### src/rtl/core/tpps_pkg.sv
// shared types and constants for the transmit ping-pong slot scheduler
// no dependencies
`timescale 1ns / 1ps

package tpps_pkg;

   // overflow queue geometry
   localparam int QUEUE_DEPTH = 16;
   localparam int QPTR_W      = (QUEUE_DEPTH > 1) ? $clog2(QUEUE_DEPTH) : 1;
   localparam int QCNT_W      = $clog2(QUEUE_DEPTH + 1);

   // field widths
   localparam int TAG_W   = 8;
   localparam int LEN_W   = 11;
   localparam int PAGE_W  = 8;
   localparam int PPS_W   = 4;
   localparam int ACT_W   = 3;
   localparam int CSR_W   = 8;
   localparam int QENT_W  = TAG_W + LEN_W;

   // request kinds
   localparam logic REQ_SEND     = 1'b0;
   localparam logic REQ_COMPLETE = 1'b1;

   // result actions
   localparam logic [ACT_W-1:0] ACT_COPY    = 3'd0;
   localparam logic [ACT_W-1:0] ACT_START   = 3'd1;
   localparam logic [ACT_W-1:0] ACT_QUEUED  = 3'd2;
   localparam logic [ACT_W-1:0] ACT_DROPPED = 3'd3;
   localparam logic [ACT_W-1:0] ACT_NOTHING = 3'd4;

   // register indexes
   localparam logic CSR_TX_BASE_PAGE   = 1'b0;
   localparam logic CSR_PAGES_PER_SLOT = 1'b1;

   // register reset values
   localparam logic [PAGE_W-1:0] BASE_PAGE_RESET = 8'h40;
   localparam logic [PPS_W-1:0]  PPS_RESET       = 4'd6;

   typedef struct packed {
      logic [ACT_W-1:0]  action;
      logic              slot;
      logic [PAGE_W-1:0] start_page;
      logic [TAG_W-1:0]  tag;
      logic [LEN_W-1:0]  len;
   } result_type;

   // controller to datapath
   typedef struct packed {
      logic capture;
      logic eval;
      logic sel;
   } cmd_type;

   // datapath to controller
   typedef struct packed {
      logic two;
   } status_type;

endpackage

### src/rtl/core/tpps_ram.sv
// generic single-port-write, single-port-read ram with registered read
// no dependencies
`timescale 1ns / 1ps

module tpps_ram #(
   parameter int WIDTH = 8,
   parameter int DEPTH = 16
) (
   input  logic                                         clock,
   input  logic                                         wr_en,
   input  logic [((DEPTH > 1) ? $clog2(DEPTH) : 1)-1:0] wr_addr,
   input  logic [WIDTH-1:0]                             wr_data,
   input  logic [((DEPTH > 1) ? $clog2(DEPTH) : 1)-1:0] rd_addr,
   output logic [WIDTH-1:0]                             rd_data
);

   logic [WIDTH-1:0] mem_ff [DEPTH];

   always_ff @(posedge clock) begin
      if (wr_en) begin
         mem_ff[wr_addr] <= wr_data;
      end
      rd_data <= mem_ff[rd_addr];
   end

endmodule

### src/rtl/core/tpps_ctrl.sv
// handshake controller for the slot scheduler
// depends on tpps_pkg
`timescale 1ns / 1ps

module tpps_ctrl
   import tpps_pkg::*;
(
   input  logic       clock,
   input  logic       reset,
   input  logic       req_valid,
   output logic       req_ready,
   output logic       rsp_valid,
   input  logic       rsp_ready,
   input  status_type status,
   output cmd_type    cmd
);

   localparam logic [1:0] ST_IDLE = 2'd0;
   localparam logic [1:0] ST_EVAL = 2'd1;
   localparam logic [1:0] ST_OUT0 = 2'd2;
   localparam logic [1:0] ST_OUT1 = 2'd3;

   logic [1:0] state_ff;
   logic [1:0] state_in;

   always_comb begin
      state_in    = state_ff;
      req_ready   = 1'b0;
      rsp_valid   = 1'b0;
      cmd.capture = 1'b0;
      cmd.eval    = 1'b0;
      cmd.sel     = 1'b0;
      case (state_ff)
         ST_IDLE: begin
            req_ready   = 1'b1;
            cmd.capture = req_valid;
            if (req_valid) begin
               state_in = ST_EVAL;
            end
         end
         ST_EVAL: begin
            cmd.eval = 1'b1;
            state_in = ST_OUT0;
         end
         ST_OUT0: begin
            rsp_valid = 1'b1;
            if (rsp_ready) begin
               state_in = status.two ? ST_OUT1 : ST_IDLE;
            end
         end
         ST_OUT1: begin
            rsp_valid = 1'b1;
            cmd.sel   = 1'b1;
            if (rsp_ready) begin
               state_in = ST_IDLE;
            end
         end
         default: begin
            state_in = ST_IDLE;
         end
      endcase
   end

   always_ff @(posedge clock) begin
      if (reset) begin
         state_ff <= ST_IDLE;
      end else begin
         state_ff <= state_in;
      end
   end

endmodule

### src/rtl/core/tpps_dp.sv
// slot scheduler datapath: slot state, queue pointers, config, result records
// depends on tpps_pkg and tpps_ram
`timescale 1ns / 1ps

module tpps_dp
   import tpps_pkg::*;
(
   input  logic              clock,
   input  logic              reset,
   input  cmd_type           cmd,
   output status_type        status,
   input  logic              req_type,
   input  logic [TAG_W-1:0]  req_frame_tag,
   input  logic [LEN_W-1:0]  req_frame_len,
   input  logic              csr_we,
   input  logic              csr_index,
   input  logic [CSR_W-1:0]  csr_wdata,
   output logic [ACT_W-1:0]  rsp_action,
   output logic              rsp_slot,
   output logic [PAGE_W-1:0] rsp_start_page,
   output logic [TAG_W-1:0]  rsp_out_tag,
   output logic [LEN_W-1:0]  rsp_out_len,
   output logic              rsp_last
);

   // config
   logic [PAGE_W-1:0] base_ff;
   logic [PPS_W-1:0]  pps_ff;

   // scheduler state
   logic              busy_ff, busy_in;
   logic              cur_ff, cur_in;
   logic [LEN_W-1:0]  s0_len_ff, s1_len_ff;
   logic [TAG_W-1:0]  s0_tag_ff, s1_tag_ff;
   logic [QPTR_W-1:0] head_ff, head_in;
   logic [QCNT_W-1:0] count_ff, count_in;

   // captured transaction
   logic              type_ff;
   logic [TAG_W-1:0]  tag_ff;
   logic [LEN_W-1:0]  len_ff;

   // result records
   result_type r0_ff, r0_in;
   result_type r1_ff, r1_in;
   logic       two_ff, two_in;

   // slot write
   logic              sw_en;
   logic              sw_slot;
   logic [TAG_W-1:0]  sw_tag;
   logic [LEN_W-1:0]  sw_len;

   // queue ram
   logic              q_we;
   logic [QPTR_W-1:0] q_tail;
   logic [QCNT_W:0]   tail_sum;
   logic [QENT_W-1:0] q_rdata;
   logic [TAG_W-1:0]  q_tag;
   logic [LEN_W-1:0]  q_len;

   logic [LEN_W-1:0]  cur_len, oth_len;
   logic [TAG_W-1:0]  cur_tag, oth_tag;
   logic [PAGE_W-1:0] page0, page1, cur_page, oth_page;
   logic              has_q, q_full;
   result_type        res_copy, res_start, res_nothing;

   tpps_ram #(
      .WIDTH(QENT_W),
      .DEPTH(QUEUE_DEPTH)
   ) u_queue (
      .clock  (clock),
      .wr_en  (q_we),
      .wr_addr(q_tail),
      .wr_data({tag_ff, len_ff}),
      .rd_addr(head_ff),
      .rd_data(q_rdata)
   );

   assign q_tag = q_rdata[QENT_W-1:LEN_W];
   assign q_len = q_rdata[LEN_W-1:0];

   // tail = (head + count) mod depth
   always_comb begin
      tail_sum = {{(QCNT_W + 1 - QPTR_W){1'b0}}, head_ff} + {1'b0, count_ff};
      if (tail_sum >= (QCNT_W + 1)'(QUEUE_DEPTH)) begin
         tail_sum = tail_sum - (QCNT_W + 1)'(QUEUE_DEPTH);
      end
      q_tail = tail_sum[QPTR_W-1:0];
   end

   assign page0    = base_ff;
   assign page1    = base_ff + {{(PAGE_W - PPS_W){1'b0}}, pps_ff};
   assign cur_len  = cur_ff ? s1_len_ff : s0_len_ff;
   assign oth_len  = cur_ff ? s0_len_ff : s1_len_ff;
   assign cur_tag  = cur_ff ? s1_tag_ff : s0_tag_ff;
   assign oth_tag  = cur_ff ? s0_tag_ff : s1_tag_ff;
   assign cur_page = cur_ff ? page1 : page0;
   assign oth_page = cur_ff ? page0 : page1;
   assign has_q    = (count_ff != '0);
   assign q_full   = (count_ff == QCNT_W'(QUEUE_DEPTH));

   always_comb begin
      busy_in  = busy_ff;
      cur_in   = cur_ff;
      head_in  = head_ff;
      count_in = count_ff;
      r0_in    = r0_ff;
      r1_in    = r1_ff;
      two_in   = two_ff;
      sw_en    = 1'b0;
      sw_slot  = cur_ff;
      sw_tag   = tag_ff;
      sw_len   = len_ff;
      q_we     = 1'b0;

      res_nothing = '{action: ACT_NOTHING, slot: 1'b0, start_page: '0, tag: '0, len: '0};
      res_copy    = '{action: ACT_COPY, slot: cur_ff, start_page: cur_page,
                      tag: q_tag, len: q_len};
      res_start   = '{action: ACT_START, slot: ~cur_ff, start_page: oth_page,
                      tag: oth_tag, len: oth_len};

      if (cmd.eval) begin
         if (type_ff == REQ_SEND) begin
            two_in = 1'b0;
            r1_in  = r0_ff;
            if (!busy_ff) begin
               // idle: load current slot and start it right away
               sw_en   = 1'b1;
               busy_in = 1'b1;
               two_in  = 1'b1;
               r0_in   = '{action: ACT_COPY, slot: cur_ff, start_page: cur_page,
                           tag: tag_ff, len: len_ff};
               r1_in   = '{action: ACT_START, slot: cur_ff, start_page: cur_page,
                           tag: tag_ff, len: len_ff};
            end else if (oth_len == '0) begin
               sw_en   = 1'b1;
               sw_slot = ~cur_ff;
               r0_in   = '{action: ACT_COPY, slot: ~cur_ff, start_page: oth_page,
                           tag: tag_ff, len: len_ff};
            end else if (!q_full) begin
               q_we     = 1'b1;
               count_in = count_ff + QCNT_W'(1);
               r0_in    = '{action: ACT_QUEUED, slot: 1'b0, start_page: '0,
                            tag: tag_ff, len: len_ff};
            end else begin
               r0_in    = '{action: ACT_DROPPED, slot: 1'b0, start_page: '0,
                            tag: tag_ff, len: len_ff};
            end
         end else begin
            // completion: free current slot, refill from queue head, swap
            sw_en   = 1'b1;
            sw_slot = cur_ff;
            sw_tag  = has_q ? q_tag : cur_tag;
            sw_len  = has_q ? q_len : '0;
            if (has_q) begin
               count_in = count_ff - QCNT_W'(1);
               head_in  = (head_ff == QPTR_W'(QUEUE_DEPTH - 1)) ? '0
                                                                : head_ff + QPTR_W'(1);
            end
            cur_in  = ~cur_ff;
            busy_in = (oth_len != '0);
            two_in  = has_q && (oth_len != '0);
            r1_in   = res_start;
            if (has_q) begin
               r0_in = res_copy;
            end else if (oth_len != '0) begin
               r0_in = res_start;
            end else begin
               r0_in = res_nothing;
            end
         end
      end
   end

   always_ff @(posedge clock) begin
      if (reset) begin
         base_ff   <= BASE_PAGE_RESET;
         pps_ff    <= PPS_RESET;
         busy_ff   <= 1'b0;
         cur_ff    <= 1'b0;
         s0_len_ff <= '0;
         s1_len_ff <= '0;
         head_ff   <= '0;
         count_ff  <= '0;
         two_ff    <= 1'b0;
      end else begin
         if (csr_we) begin
            case (csr_index)
               CSR_TX_BASE_PAGE:   base_ff <= csr_wdata;
               CSR_PAGES_PER_SLOT: pps_ff  <= csr_wdata[PPS_W-1:0];
               default: ;
            endcase
         end
         busy_ff  <= busy_in;
         cur_ff   <= cur_in;
         head_ff  <= head_in;
         count_ff <= count_in;
         two_ff   <= two_in;
         if (sw_en && !sw_slot) begin
            s0_len_ff <= sw_len;
         end
         if (sw_en && sw_slot) begin
            s1_len_ff <= sw_len;
         end
      end
   end

   // payload registers
   always_ff @(posedge clock) begin
      if (cmd.capture) begin
         type_ff <= req_type;
         tag_ff  <= req_frame_tag;
         len_ff  <= req_frame_len;
      end
      if (sw_en && !sw_slot) begin
         s0_tag_ff <= sw_tag;
      end
      if (sw_en && sw_slot) begin
         s1_tag_ff <= sw_tag;
      end
      r0_ff <= r0_in;
      r1_ff <= r1_in;
   end

   assign status.two = two_ff;

   always_comb begin
      if (cmd.sel) begin
         rsp_action     = r1_ff.action;
         rsp_slot       = r1_ff.slot;
         rsp_start_page = r1_ff.start_page;
         rsp_out_tag    = r1_ff.tag;
         rsp_out_len    = r1_ff.len;
      end else begin
         rsp_action     = r0_ff.action;
         rsp_slot       = r0_ff.slot;
         rsp_start_page = r0_ff.start_page;
         rsp_out_tag    = r0_ff.tag;
         rsp_out_len    = r0_ff.len;
      end
      rsp_last = cmd.sel | ~two_ff;
   end

endmodule

### src/rtl/core/tx_ping_pong_slot_scheduler.sv
// top level of the transmit ping-pong slot scheduler
// depends on tpps_pkg, tpps_ctrl, tpps_dp (and tpps_ram through tpps_dp)
`timescale 1ns / 1ps

// usage
//   req channel (valid/ready): one transaction is either a send request
//   (req_type 0, tag and length) or a transmit-complete event (req_type 1)
//   rsp channel (valid/ready): one or two result transactions per request,
//   rsp_last marks the final one; a send while idle gives copy then start,
//   a completion may give a refill copy then a start of the other slot
//   csr port: csr_we with csr_index 0 writes the slot-zero base page,
//   index 1 the pages per slot; write only while the block is idle
// sequencing
//   one request at a time: accept, an evaluate step, then the results;
//   the first result is offered in the state after the evaluate step;
//   a request runs through the idle, evaluate and one or two result
//   states, plus any rsp stall
//   the pace is set by the evaluate step, which reads the queue head
//   from the registered-read queue ram, and by the result handoff
// reset
//   synchronous; slots free, transmitter idle, queue empty, registers
//   back to base page 0x40 and 6 pages per slot; no clearing pass
// stalls
//   a low rsp_ready holds the current result; req_ready stays low
//   until the last result of the transaction has been taken

module tx_ping_pong_slot_scheduler
   import tpps_pkg::*;
(
   input  logic              clock,
   input  logic              reset,
   // request channel
   input  logic              req_valid,
   output logic              req_ready,
   input  logic              req_type,
   input  logic [TAG_W-1:0]  req_frame_tag,
   input  logic [LEN_W-1:0]  req_frame_len,
   // result channel
   output logic              rsp_valid,
   input  logic              rsp_ready,
   output logic [ACT_W-1:0]  rsp_action,
   output logic              rsp_slot,
   output logic [PAGE_W-1:0] rsp_start_page,
   output logic [TAG_W-1:0]  rsp_out_tag,
   output logic [LEN_W-1:0]  rsp_out_len,
   output logic              rsp_last,
   // register write port
   input  logic              csr_we,
   input  logic              csr_index,
   input  logic [CSR_W-1:0]  csr_wdata
);

   cmd_type    cmd;
   status_type status;

   // sequencing: idle / evaluate / first result / second result
   tpps_ctrl u_ctrl (
      .clock    (clock),
      .reset    (reset),
      .req_valid(req_valid),
      .req_ready(req_ready),
      .rsp_valid(rsp_valid),
      .rsp_ready(rsp_ready),
      .status   (status),
      .cmd      (cmd)
   );

   // slot state, overflow queue and result records
   tpps_dp u_dp (
      .clock         (clock),
      .reset         (reset),
      .cmd           (cmd),
      .status        (status),
      .req_type      (req_type),
      .req_frame_tag (req_frame_tag),
      .req_frame_len (req_frame_len),
      .csr_we        (csr_we),
      .csr_index     (csr_index),
      .csr_wdata     (csr_wdata),
      .rsp_action    (rsp_action),
      .rsp_slot      (rsp_slot),
      .rsp_start_page(rsp_start_page),
      .rsp_out_tag   (rsp_out_tag),
      .rsp_out_len   (rsp_out_len),
      .rsp_last      (rsp_last)
   );

endmodule

### config.mk
export PLATFORM = sky130hd
export DESIGN_NAME = tx_ping_pong_slot_scheduler
export DESIGN_NICKNAME = d
export VERILOG_FILES = /design/src/rtl/core/tpps_pkg.sv /design/src/rtl/core/tpps_ram.sv /design/src/rtl/core/tpps_ctrl.sv /design/src/rtl/core/tpps_dp.sv /design/src/rtl/core/tx_ping_pong_slot_scheduler.sv
export SDC_FILE = /design/constraint.sdc
export NUM_CORES = 1
export LEC_CHECK = 0
export ABC_CLOCK_PERIOD_IN_PS = 3250
export BUFFER_PORTS_ARGS = -buffer_cell sky130_fd_sc_hd__buf_2
export CAP_MARGIN = 20
export CORE_MARGIN = 4
export CORE_UTILIZATION = 55
export DETAILED_ROUTE_END_ITERATION = 8
export PLACE_DENSITY = 0.82
export REMOVE_ABC_BUFFERS = 1
export SLEW_MARGIN = 20
export SYNTH_ARGS = -nofsm -noshare
export SYNTH_HDL_FRONTEND = slang
export SYNTH_SLANG_ARGS = --single-unit
### constraint.sdc
create_clock -name clock -period 3.25 [get_ports clock]
set_clock_uncertainty 0.05 [all_clocks]
set_input_delay 0.65 -clock clock [delete_from_list [all_inputs] [get_ports clock]]
set_output_delay 0.65 -clock clock [all_outputs]
set_load 0.1 [all_outputs]
==> results of run 1 <==
==> power by group through the flow <==
| stage | clock network [W] | logic [W] | registers [W] |
|---|---|---|---|
| after global routing | 0.00558 | 0.00120 | 0.00685 |
| after floorplan | 0 | 0.000763 | 0.00696 |
| final | 0.00522 | 0.00111 | 0.00684 |
| after global placement | 0 | 0.00108 | 0.00695 |
| after detailed placement | 0 | 0.00110 | 0.00696 |
| after CTS | 0.00530 | 0.00111 | 0.00684 |
==> through the flow <==
| stage | util (%) | setup TNS, ns | cell area [um2] | power (W) |
|---|---|---|---|---|
| 2_1_floorplan | - | -879.42 | 19500 | 0.00773 |
| 5_1_grt | 63.0 | 0 | 22400 | 0.0136 |
| 6_report | 63.0 | 0 | 22400 | 0.0132 |
| 4_1_cts | 63.0 | 0 | 22400 | 0.0133 |
| 3_5_place_dp | 58.9 | 0 | 20900 | 0.00807 |
| 3_3_place_gp | 58.9 | 0 | 20900 | 0.00803 |
==> cells by family after synthesis <==
group	count (synthesis)
buffers and inverters	89
XOR/XNOR	10
adder cells (fa/ha/maj)	16
multiplexers	200
flip-flops	469
AND/OR/NAND/NOR	265
AO/OA/AOI/OAI	183
==> flip-flops by register name, indices dropped and copies added, names as in the netlist <==
name                  cells
u_dp.len_ff              11
u_dp.u_queue.rd_data     19
u_dp.s0_len_ff           11
u_dp.s0_tag_ff            8
u_dp.cur_ff               1
u_dp.busy_ff              1
u_dp.base_ff              8
u_dp.r0_ff               31
u_dp.status               1
u_dp.r1_ff               31
u_dp.head_ff              4
u_dp.pps_ff               4
u_dp.tag_ff               8
u_dp.s1_tag_ff            8
u_ctrl.state_ff           2
u_dp.u_queue.mem_ff     304
u_dp.s1_len_ff           11
u_dp.count_ff             5
u_dp.type_ff              1
==> final timing paths <==
path | startpoint | endpoint
max | u_dp.cur_ff$_SDFFE_PP0P_ | u_dp.u_queue.mem_ff[6][2]$_DFFE_PP_
min | req_frame_len[6] | u_dp.len_ff[6]$_DFFE_PP_
max reg2reg | u_dp.cur_ff$_SDFFE_PP0P_ | u_dp.u_queue.mem_ff[6][2]$_DFFE_PP_
min reg2reg | u_dp.pps_ff[3]$_SDFFE_PP0P_ | u_dp.pps_ff[3]$_SDFFE_PP0P_
==> layout by cell type, fill, tap and decap left out, drive strengths merged, types with 4 or more instances in the layout <==
master,netlist,routed
mux2,66,66
nor2b,40,40
or4,4,4
buf,32,119
a21o,6,6
mux2i,39,39
nor2,77,77
nand2,73,73
a221oi,13,13
dfxtp,67,67
mux4,95,95
edfxtp,402,402
a211oi,21,21
nand3,24,24
ha,13,13
clkinv,2,21
o22ai,7,7
or2,4,4
a21oi,85,85
xnor2,7,7
nand2b,6,6
and3,4,4
o21ai,31,31
and2,5,5
clkbuf,46,59
nor3,15,15
inv,9,12
==> per-layer routing <==
layer	part of all wire [%]	up-vias
li1	-	5005
met1	41	5707
met2	50	518
met3	7.0	69
met4	2.0	0
met5	0	-
==> layout make-up <==
cell class	instances	area, um2	share of cell area, %
flip-flops and latches	469	13400	60.0
multi-input cells	674	6040	27.0
clock buffers	59	1270	5.69
repair buffers	119	801	3.58
well taps	461	577	2.58
clock inverters	25	210	0.940
inverters	11	41.3	0.185
==> key figures, run 1 <==
Logic synthesis
  – Syn. warnings: 0
  – Synth Area in Adders: under 10%
  – Synth Area in Simple Gates: roughly 6.4%
  – Mean post-synth cell area: 16.1 um2
  – Mux contribution to synthesized area: between 15 and 20%
  – Xor/xnor share of the synthesized area: 0.443%
  – Synth top area share: about three fifths
  – Yosys reg bits: roughly 470
  – Post-synth EDFFs: about 400
  – Area leader, netlist: edfxtp_1
  – Sequential cell area fraction in the yosys report: approximately two thirds
  – Syn Inst Count: about 1,200
  – Yosys cell types: 61
  – Main synth FF type: edfxtp_1
  – Compound-Gate Fraction of Synth Area: under 10%
  – Synth Cell Area: between 15,000 and 20,000 um2
  – Largest family of logic cells by synthesized area: multiplexers
  – Async S/R FF share, synth: 0%
  – Top cells by count, synth: edfxtp_1, mux4_2, a21oi_1
  – Top cells by area, synth: edfxtp_1, mux4_2, dfxtp_1
  – Top-count cell post-synth: edfxtp_1

Power and ir drop
  – Logic pwr share: 8.5%
  – Peak VDD IR: a little under 0.0008 V
  – Sw Share: 24.1%
  – Leakage: 7.42 nW
  – Clock share of power: ~40%
  – Cell-internal power: 0.0100 W
  – Reg power frac: about half
  – Pwr Density: slightly below 600 nW/um2
  – Switching power: approximately 0.0032 W

Die
  – Die width: around 200 um
  – Initial core utilization: 55.7%
  – DIE AREA: 39,100 um2
  – IO Pins: 68
  – Die Y: 198 um
  – CORE AREA: 35,500 um2
  – Cell Rows: slightly below 70

Clock network
  – Post-cts hold buffer count: 0
  – Clock transition at path regs: about 0.060 ns
  – CTS Sinks: between 400 and 500
  – Clock Root Buffer: clkbuf_16
  – TritonCTS Buffers: 47
  – CTS tree: yes
  – Setup bufs post-CTS: 0
  – Worst skew pair latency: between 0.5 and 0.6 ns
  – Post_cts resized: 0
  – H-tree depth: 2
  – Clock buffer depth: 3

Critical path
  – Critical path class: flip-flop to flip-flop
  – Worst reg-to-reg path cell count: 8
  – Setup crit start kind: flip-flop
  – Delay-heaviest family, CP: simple AND/OR/NAND/NOR gates
  – CP Data Arrival Time: approximately 3.3 ns
  – Max incr delay on CP: 0.50 ns
  – Crit path capture type: flip-flop
  – Crit-path max FO: 19
  – Buf/Inv on CP: 2
  – Most used cell, CP: buf_4
  – Worst-path cell chain: buf_4 -> nor3_1 -> o21a_1 -> and3_2 -> nor2_1 -> nand3b_1 -> nor2_2 -> buf_4
  – WP data required: between 3 and 4 ns
  – Slowest library cell on the worst path: dfxtp_2
  – Crit path depth: 8
  – Reg2reg setup slack: around 0.16 ns

STA
  – Worst relative slew slack: roughly a quarter
  – Final Cycle Share: between 90% and 100%
  – RSZ-0062 raised after global routing: false
  – Setup-failing EPs final: 0
  – Fin. Hold Viols: 0
  – Setup ws final: 0.162 ns
  – Slew Viols, Final: 0
  – Worst slew pin tran: roughly 1.1 ns
  – Post-Route Hold Slack: between 0.15 and 0.2 ns
  – FMAX: 324 MHz
  – Min Tclk post-route: around 3 ns

GRT
  – First-pass GRT wire length: 67,900 um
  – Initial antenna violation count: 0
  – Remaining global-route overflow: 0
  – Vias in the first global route: about 11,000
  – GRT Util Overall: ~23%
  – Met3 GRT Util: between 3 and 4%
  – Grt met2 use: a little under two fifths
  – Largest net degree at the start of global routing: just over 80
  – Grt met1 use: roughly a third
  – Most Crowded Layer GR: met2

Drt
  – Post-DRT Antenna Nets: 0
  – Routed vias: roughly 11,000
  – Iter 0 DRT Violations: around 990
  – Residual DRC: 0
  – Routed WL: between 40,000 and 50,000 um
  – DRT Pass-1 Iters: 5
  – Vias per std cell: between 6 and 7
  – DR WL/cell: 24.2 um

Status
  – Status: complete, no violations

Cells and area
  – Layout Cells excl Fill: about 1,800
  – P&R area growth vs syn: 13.1%
  – Layout cells sized above 1: between 20 and 30%
  – NumNets Final: 1,372
  – Final-layout fill cell count: approximately 2,400
  – # diodes: 0

Hold path
  – WHS Path Cells: 1
  – HP Class: primary input to flip-flop

Place
  – Pre-CTS setup slack: about 0.25 ns
  – Port buffer count: 67
  – DPL Wire Length: approximately 27,000 um
  – Placed instance count: about 1,700
  – Placer Congestion: 0.851

Run
  – Max Cap Violations: 0
Power figures use the tool's default switching activity.
==> run 2, diff against run 1 <==
==> constraint.sdc (replaced) <==
create_clock -name clock -period 3.25 [get_ports clock]
set_clock_uncertainty 0.05 [all_clocks]
set_input_delay 0.975 -clock clock [delete_from_list [all_inputs] [get_ports clock]]
set_output_delay 0.975 -clock clock [all_outputs]
set_load 0.1 [all_outputs]
==> key figures, run 2 (synthesis gave the netlist of run 1 again) <==
Status
  – Status: complete, no violations

Critical path
  – Crit-path max FO: 12 (-7)
  – Worst-path cell chain: buf_4 -> or4_1 -> o22ai_1 -> and3_2 -> inv_2 -> ha_1 -> nand3_2 -> a21oi_4 -> buf_4 -> buf_4
  – Critical path class: flip-flop to flip-flop
  – Slowest library cell on the worst path: or4_1
  – CP Data Arrival Time: 3.23 ns (-0.07 ns)
  – Most used cell, CP: buf_4
  – Crit path capture type: flip-flop
  – Setup crit start kind: flip-flop
  – WP data required: 3.45 ns (about the same)
  – Max incr delay on CP: 0.40 ns (-0.10 ns)

Power and ir drop
  – Clock share of power: 41.8% (+2.2 points)
  – Switching power: 0.00320 W (+0.72%)
  – Cell-internal power: 0.0107 W (+6.7%)
  – Leakage: 7.68 nW (+3.4%)
  – Pwr Density: 602 nW/um2 (+2.3%)
  – Peak VDD IR: 0.000510 V (-35%)
  – Reg power frac: 49.4% (-2.5 points)
  – Logic pwr share: 8.8% (+0.3 points)
  – Sw Share: 23.1% (-1.0 points)

GRT
  – Vias in the first global route: 11,500 (+2.1%)
  – GRT Util Overall: 23.2% (+0.58 points)
  – Largest net degree at the start of global routing: 82 (unchanged)
  – First-pass GRT wire length: 69,600 um (+2.5%)
  – Initial antenna violation count: 1 (+1)
  – Remaining global-route overflow: 0 (unchanged)

Cells and area
  – Most frequent cells in the layout: edfxtp_1, mux4_2, a21oi_1
  – P&R area growth vs syn: 16.4%
  – # diodes: 0 (unchanged)
  – Layout cells sized above 1: 28.1% (+0.13 points)
  – Final-layout fill cell count: 2,328 (-2.9%)
  – Max reg flops: 304 (unchanged)
  – NumNets Final: 1,372 (unchanged)
  – Final Cell Area: 23,000 um2 (+2.9%)
  – Commonest non-fill, non-tap cell in the layout: edfxtp_1
  – Most flops, register: u_dp.u_queue.mem_ff
  – Largest regs: u_dp.u_queue.mem_ff (304), u_dp.r0_ff (31), u_dp.r1_ff (31)

Clock network
  – Post_cts resized: 0 (unchanged)
  – H-tree depth: 2 (unchanged)
  – Clock transition at path regs: 0.06 ns (about the same)
  – Clock buffer depth: 3 (unchanged)
  – CTS Sinks: 469 (unchanged)
  – CTS tree: yes
  – Clock Root Buffer: clkbuf_16
  – Worst skew pair latency: 0.56 ns (about the same)
  – Setup bufs post-CTS: 0 (unchanged)
  – Post-cts hold buffer count: 0 (unchanged)
  – TritonCTS Buffers: 45 (-4.3%)

Drt
  – Residual DRC: 0 (unchanged)
  – Routed WL: 45,100 um (+2.5%)
  – Iter 0 DRT Violations: 1,129 (+14%)
  – Vias per std cell: 6.25 (+0.62%)
  – Post-DRT Antenna Nets: 0 (unchanged)
  – DRT Pass-1 Iters: 7 (+2)
  – Routed vias: 11,400 (+0.67%)
  – DR WL/cell: 24.8 um (+2.4%)

STA
  – FMAX: 330 MHz (+1.8%)
  – Slew Viols, Final: 0 (unchanged)
  – Post-Route Hold Slack: 0.435 ns (+0.239 ns)
  – Worst slew pin tran: 0.885 ns (-0.215 ns)
  – Final Cycle Share: 93.3% (-1.7 points)
  – Final TNS setup: 0 ns (unchanged)
  – Fin. Hold Viols: 0 (unchanged)
  – RSZ-0062 raised after global routing: false
  – Setup-failing EPs final: 0 (unchanged)
  – Setup ws final: 0.217 ns (+0.0556 ns)
  – Min Tclk post-route: 3.03 ns (-0.0556 ns)
  – Worst relative slew slack: 41.0% (+14 points)

Die
  – Die width: 198 um (unchanged)
  – CORE AREA: 35,500 um2 (unchanged)
  – DIE AREA: 39,100 um2 (unchanged)
  – Initial core utilization: 55.7% (unchanged)
  – Cell Rows: 69 (unchanged)
  – IO Pins: 68 (unchanged)
  – Die Y: 198 um (unchanged)

Place
  – Placer Congestion: 0.841 (-1.2%)
  – Port buffer count: 67 (unchanged)
  – Placement-stage cell area: 21,400 um2 (+2.3%)
  – DPL Wire Length: 27,100 um (+0.60%)
  – Pre-CTS setup slack: 0.262 ns (+0.00778 ns)

Hold path
  – HP Class: flip-flop to flip-flop

Run
  – Max Cap Violations: 0 (unchanged)
run 2: changes by cell type in the layout (fill, tap and decap cells not counted), sizes merged:
cell	delta
clkbuf	-6
buf	+2
clkinvlp	-1
clkinv	-3
bufinv	+9
run 2: layout make-up:
class / instances / area (um2) / share of cell area, %
Inverter: 11 / 41.3 / 0.179
Clock buffer: 53 / 1200 / 5.20
Sequential cell: 469 / 13400 / 58.3
Clock inverter: 30 / 444 / 1.93
Multi-Input combinational cell: 674 / 6040 / 26.2
Tap cell: 461 / 577 / 2.51
Timing Repair Buffer: 121 / 1300 / 5.63
run 2: routing by layer:
layer,wire length [um],up-vias,global-route usage [%]
met2,22700,534,38.2
met5,13,-,0
met1,18100,5772,33.0
met4,810,2,4.95
li1,-,5006,-
met3,3540,61,4.33
run 2: power by group through the flow:
stage,clock [W],sequential (W),combinational [W]
after global placement,0,0.00695,0.00118
final,0.00580,0.00684,0.00122
after floorplan,0,0.00696,0.000763
after global routing,0.00617,0.00686,0.00131
after detailed placement,0,0.00696,0.00121
after CTS,0.00588,0.00684,0.00122
run 2: final timing paths:
path	from	end	slack, ns	cells after the start
setup / recovery	u_dp.cur_ff$_SDFFE_PP0P_	u_dp.s1_tag_ff[6]$_DFFE_PP_	0.22	10
hold / removal	u_dp.pps_ff[3]$_SDFFE_PP0P_	u_dp.pps_ff[3]$_SDFFE_PP0P_	0.44	2
setup reg to reg	u_dp.cur_ff$_SDFFE_PP0P_	u_dp.s1_tag_ff[6]$_DFFE_PP_	0.22	10
hold reg to reg	u_dp.pps_ff[3]$_SDFFE_PP0P_	u_dp.pps_ff[3]$_SDFFE_PP0P_	0.44	2
run 2: critical path, delay by kind of cell, from the launching register on:
family                     cells  cell delay, ns
buffers and inverters          4            0.78
DFF                            1            0.39
AOI/OAI and AO/OA              2            0.34
adders and majority gates      1            0.31
and+or+nand+nor                3            0.85
run 2: through the flow:
stage / utilization [%] / power, W / std cells
detailed placement: 60.2 / 0.00818 / 1735
floorplan: - / 0.00773 / 1154
global route: 64.9 / 0.0143 / 1819
CTS: 64.8 / 0.0139 / 1818
global placement: 60.2 / 0.00813 / 1735
finish: 64.9 / 0.0139 / 1819
